<file path="src/sv/lla_pkg.sv">
// Shared types, constants and helpers of the life-like automaton engine.
package lla_pkg;

   localparam int OP_W       = 2;
   localparam int ROW_W      = 6;
   localparam int COL_W      = 6;
   localparam int CFG_SIZE_W = 7;
   localparam int MASK_W     = 9;
   localparam int COUNT_W    = 4;
   localparam int SIZE_LIMIT = 2 ** CFG_SIZE_W;

   localparam int DEFAULT_MAX_ROWS = 64;
   localparam int DEFAULT_MAX_COLS = 64;

   localparam int PADDR_W = 5;
   localparam int PDATA_W = 32;
   localparam int REG_IDX_W = 3;

   localparam logic [REG_IDX_W-1:0] REG_ROWS    = 3'd0;
   localparam logic [REG_IDX_W-1:0] REG_COLS    = 3'd1;
   localparam logic [REG_IDX_W-1:0] REG_BORN    = 3'd2;
   localparam logic [REG_IDX_W-1:0] REG_SURVIVE = 3'd3;
   localparam logic [REG_IDX_W-1:0] REG_WRAP    = 3'd4;

   localparam logic [CFG_SIZE_W-1:0] ROWS_RESET    = 7'd64;
   localparam logic [CFG_SIZE_W-1:0] COLS_RESET    = 7'd64;
   localparam logic [MASK_W-1:0]     BORN_RESET    = 9'd8;
   localparam logic [MASK_W-1:0]     SURVIVE_RESET = 9'd12;
   localparam logic                  WRAP_RESET    = 1'b0;

   typedef enum logic [OP_W-1:0] {
      OP_SET   = 2'd0,
      OP_CLEAR = 2'd1,
      OP_READ  = 2'd2,
      OP_STEP  = 2'd3
   } lla_op_type;

   typedef enum logic [2:0] {
      ST_IDLE,
      ST_DECODE,
      ST_CELL_DONE,
      ST_GEN_FIRST,
      ST_GEN_LOAD,
      ST_GEN_SWEEP,
      ST_GEN_DONE
   } lla_state_type;

   typedef struct packed {
      logic capture;
      logic cell_read;
      logic cell_finish;
      logic gen_read_last;
      logic gen_read_first;
      logic gen_load;
      logic gen_sweep;
      logic rsp_load;
   } lla_cmd_type;

   typedef struct packed {
      logic is_step;
      logic last_row;
   } lla_status_type;

   // Rows or columns that can ever take part: the size registers top out below SIZE_LIMIT.
   function automatic int used_dim(input int max_dim);
      return (max_dim < SIZE_LIMIT) ? max_dim : SIZE_LIMIT;
   endfunction

endpackage

</file>
<file path="src/sv/lla_ctrl.sv">
// Controller state machine: sequences cell operations and the generation sweep.
module lla_ctrl import lla_pkg::*; (
   input  logic           clock,
   input  logic           reset,
   input  logic           req_valid,
   output logic           req_stall,
   output logic           rsp_valid,
   input  logic           rsp_stall,
   input  lla_status_type status,
   output lla_cmd_type    cmd
);

   lla_state_type state_ff, state_in;
   logic          rsp_valid_ff, rsp_valid_in;
   logic          slot_free;

   assign slot_free = !rsp_valid_ff || !rsp_stall;

   always_ff @(posedge clock) begin
      if (reset) begin
         state_ff     <= ST_IDLE;
         rsp_valid_ff <= 1'b0;
      end else begin
         state_ff     <= state_in;
         rsp_valid_ff <= rsp_valid_in;
      end
   end

   always_comb begin
      state_in = state_ff;
      cmd      = '0;
      unique case (state_ff)
         ST_IDLE: begin
            if (req_valid) begin
               cmd.capture = 1'b1;
               state_in    = ST_DECODE;
            end
         end
         ST_DECODE: begin
            if (status.is_step) begin
               cmd.gen_read_last = 1'b1;
               state_in          = ST_GEN_FIRST;
            end else begin
               cmd.cell_read = 1'b1;
               state_in      = ST_CELL_DONE;
            end
         end
         ST_CELL_DONE: begin
            // hold the read data until the result register frees up
            if (slot_free) begin
               cmd.cell_finish = 1'b1;
               cmd.rsp_load    = 1'b1;
               state_in        = ST_IDLE;
            end
         end
         ST_GEN_FIRST: begin
            cmd.gen_read_first = 1'b1;
            state_in           = ST_GEN_LOAD;
         end
         ST_GEN_LOAD: begin
            cmd.gen_load = 1'b1;
            state_in     = ST_GEN_SWEEP;
         end
         ST_GEN_SWEEP: begin
            cmd.gen_sweep = 1'b1;
            if (status.last_row) begin
               state_in = ST_GEN_DONE;
            end
         end
         ST_GEN_DONE: begin
            if (slot_free) begin
               cmd.rsp_load = 1'b1;
               state_in     = ST_IDLE;
            end
         end
         default: begin
            state_in = ST_IDLE;
         end
      endcase
   end

   assign rsp_valid_in = cmd.rsp_load || (rsp_valid_ff && rsp_stall);
   assign rsp_valid    = rsp_valid_ff;
   assign req_stall    = (state_ff != ST_IDLE);

endmodule

</file>
<file path="config.mk">
export PLATFORM = sky130hd
export DESIGN_NAME = lla_ctrl
export DESIGN_NICKNAME = d
export VERILOG_FILES = /design/src/sv/lla_pkg.sv /design/src/sv/lla_ctrl.sv
export SDC_FILE = /design/constraint.sdc
export NUM_CORES = 1
export LEC_CHECK = 0
export CORE_AREA = 2 2 39 41
export CTS_CLUSTER_DIAMETER = 150
export DETAILED_ROUTE_END_ITERATION = 10
export DIE_AREA = 0 0 41 43
export DONT_BUFFER_PORTS = 1
export PLACE_DENSITY_LB_ADDON = 0.3
export SLEW_MARGIN = 10
export SYNTH_ARGS = -nofsm -noshare
export SYNTH_HDL_FRONTEND = slang
export SYNTH_SLANG_ARGS = --single-unit
</file>
<file path="constraint.sdc">
create_clock -name clock -period 2.47 [get_ports clock]
set_input_delay 0 -clock clock [delete_from_list [all_inputs] [get_ports clock]]
set_output_delay 0 -clock clock [all_outputs]
set_load 0.02 [all_outputs]
</file>
==> impl_metrics.tcl <==
set metrics [dict create \
    critPathCaptureType "output port" \
    synthDominantCellAreaShare_pct 30.0 \
    fin_crit_sh_pct 69.0 \
    cts_buffers 3 \
    crit_path_max_fanout 10 \
    final_cell_mix "4 x dfxtp_1, 3 x a21oi_1, 3 x clkbuf_4, 3 x dlygate4sd3_1" \
    whs_path_depth 3 \
    r2r_cells 3 \
    slowest_stage "dfxtp_1" \
    ys_top_cells_by_area "dfxtp_1 30%, a21oi_1 5.6%, mux2_4 5.6%" \
    wl_per_cell_um 10.7 \
    holdWs_ns 0.0164 \
    place_inst 47 \
    cp.required_ns 2.47 \
    port_buffers 0 \
    coreArea_sq_um 1380 \
    timing.rr.end "state_ff[0]$_SDFFE_PP0P_" \
    critPathBufInv 0 \
    fin_skew_ns 0.00590 \
    yosys_warnings 0 \
    power_frac_seq_pct 39.4 \
    cts_buffer_depth 2 \
    dr.pass1.iters 2 \
    cts_resized 0 \
    syn_area_per_cell_sq_um 8.33 \
    synthCells 32 \
    cts.clk_slew.worst_paths_ns 0.04 \
    grt_pass1_wl_um 834 \
    cts_sinks 4 \
    cp-start-kind "flip-flop" \
    p_switching_mw 0.0568 \
    routed_wl_um 568 \
    grt_pass1_vias 196 \
    holdBufCountCts 3 \
    cts_setup_buffers 0 \
    crit_path_cell_trace "nand2b_1 -> a21oi_1 -> nor2b_1" \
    cts_tree "built" \
    synth_area_sq_um 267 \
    ys_seq_area_share_pct 30.0 \
    final_cells 53 \
    leakagePower_nw 0.135 \
    drtAntennaViolNets 0 \
    relSlewSlack_pct 53.5 \
    h-tree-depth 1 \
    rsz0062_at_grt "false" \
    fin_ws_ns 0.766 \
    regToRegSetupSlack_ns 1.34 \
    fp-row-count 14 \
    power_mw 0.199 \
    max_freq_ghz 0.587 \
    crit_family "simple AND/OR/NAND/NOR gates" \
    period_needed_ns 1.70 \
    worstPathArrival_ns 1.70 \
    fp.dieArea_sq_um 1760 \
    power_switching_share_pct 28.5 \
    fin_nets 45 \
    initial_core_util_pct 19.3 \
    drt_iter0_markers 2 \
    synthDistinctLibCells 22 \
    min_path_type "input pin to flip-flop" \
    final_common_cell "dfxtp_1" \
    pre_cts_slack_ns 1.02 \
    intPower_mw 0.142 \
    area_delta_synth_final_pct 23.9 \
    vias 236 \
    route.detailed.drc 0 \
    antenna_found_initial 0 \
    setup_viol 0 \
    fin_area_sq_um 330 \
    cts-root-buf "clkbuf_4" \
    hold_path_startpoint "status[0]" \
    antenna_cells 0 \
    viasPerCell 4.45 \
    power_frac_comb_pct 20.6 \
    hold_viol_final 0 \
    drv_cap 0 \
    fp.dieW_um 41 \
    status "finished, final reports clean" \
    fin_setup_tns_ns 0 \
    holdPathEnd "state_ff[1]$_SDFFE_PP0P_" \
    timing.rr.start "state_ff[0]$_SDFFE_PP0P_" \
    placed_area_sq_um 278 \
    io_pins 16 \
    syn-num-nets 38 \
    clkLatencyLatePin_ns 0.24 \
    clockPowerShare_pct 40.1 \
    overflow 0 \
    layout-drive-gt1-share_pct 21.6 \
    fin_util_pct 23.9 \
    critPathKind "flip-flop to output port" \
    critical-path-max-stage-delay_ns 0.49 \
    maxSlewViolCount 0 \
    grt_start_max_net_pins 13 \
    dieHeight_um 43 \
    worst_pin_slew_ns 0.696 \
    p_per_area_nw_per_um2 603 \
    fillers 155 \
    ys_ff_latch 4 \
    grtUsageTotal_pct 7.64 \
    routabilityCongestion 0.657 \
    synth_top_cell_by_area "dfxtp_1" \
    peakVddDrop_uv 154 \
]
worst register-to-register path, cell delays in order (launching register included):
cell	delay, ns
dfxtp_1	0.51
mux2_4	0.33
o21ai_1	0.11
nor3_1	0.05
flip-flops by register name, indices dropped and copies added, names as in the netlist:
name	count
state_ff	3
rsp_valid	1
layer usage:
metal  track usage (%)  wire length [um]  up-vias
met5                 0                 0        -
met4              8.00                17        0
met3              4.19                57        2
met2              9.38               260        9
met1              8.39               232      102
li1                  -                 -      123
area by class of cell:
| class | instances | area [sq um] | share of cell area (%) |
|---|---|---|---|
| Inverter | 1 | 3.75 | 1.14 |
| Clock buffer | 3 | 22.5 | 6.82 |
| Multi-Input combinational cell | 24 | 159 | 48.1 |
| Sequential cell | 4 | 80.1 | 24.2 |
| Timing Repair Buffer | 5 | 45.0 | 13.6 |
| Tap cell | 16 | 20.0 | 6.06 |
kinds of logic (layout without fill, tap and decap cells):
logic type / count (synthesis) / after routing / share of synthesized area [%]
AO/OA/AOI/OAI: 6 / 6 / 14.6
buffers and inverters: 4 / 9 / 10.3
flip-flops: 4 / 4 / 30.0
multiplexers: 1 / 1 / 5.63
AND/OR/NAND/NOR: 17 / 17 / 39.4
worst max path at each step:
stage / cells past startpoint / startpoint / slack (ns) / to
final: 3 / state_ff[1]$_SDFFE_PP0P_ / 0.77 / cmd[5]
after global routing: 3 / state_ff[1]$_SDFFE_PP0P_ / 0.66 / cmd[5]
after CTS: 3 / state_ff[1]$_SDFFE_PP0P_ / 0.76 / cmd[5]
after detailed placement: 3 / state_ff[1]$_SDFFE_PP0P_ / 1.02 / cmd[5]
after global placement: 3 / state_ff[1]$_SDFFE_PP0P_ / 1.04 / cmd[5]
after floorplan: 4 / state_ff[1]$_SDFFE_PP0P_ / 1.18 / cmd[5]
cells in the mapped netlist (all sizes together):
cell type and count:
nor2 3, a21oi 3, buf 3, nor3 2
nand2 2, dfxtp 4, mux2 1, o211a 1
o21ai 1, a2bb2oi 1, nor4bb 1, nand3 1
nor4b 1, inv 1, nor2b 2, or3 1
and2 1, nand2b 2, nor3b 1
power groups by stage:
| stage | registers [mW] | clock network [mW] | logic (mW) |
|---|---|---|---|
| final | 0.0784 | 0.0798 | 0.0409 |
| after global routing | 0.0790 | 0.0900 | 0.0446 |
| after CTS | 0.0780 | 0.0832 | 0.0414 |
| after detailed placement | 0.0791 | 0 | 0.0367 |
| after global placement | 0.0788 | 0 | 0.0375 |
| after floorplan | 0.0723 | 0 | 0.0416 |
Power figures use the tool's default switching activity.
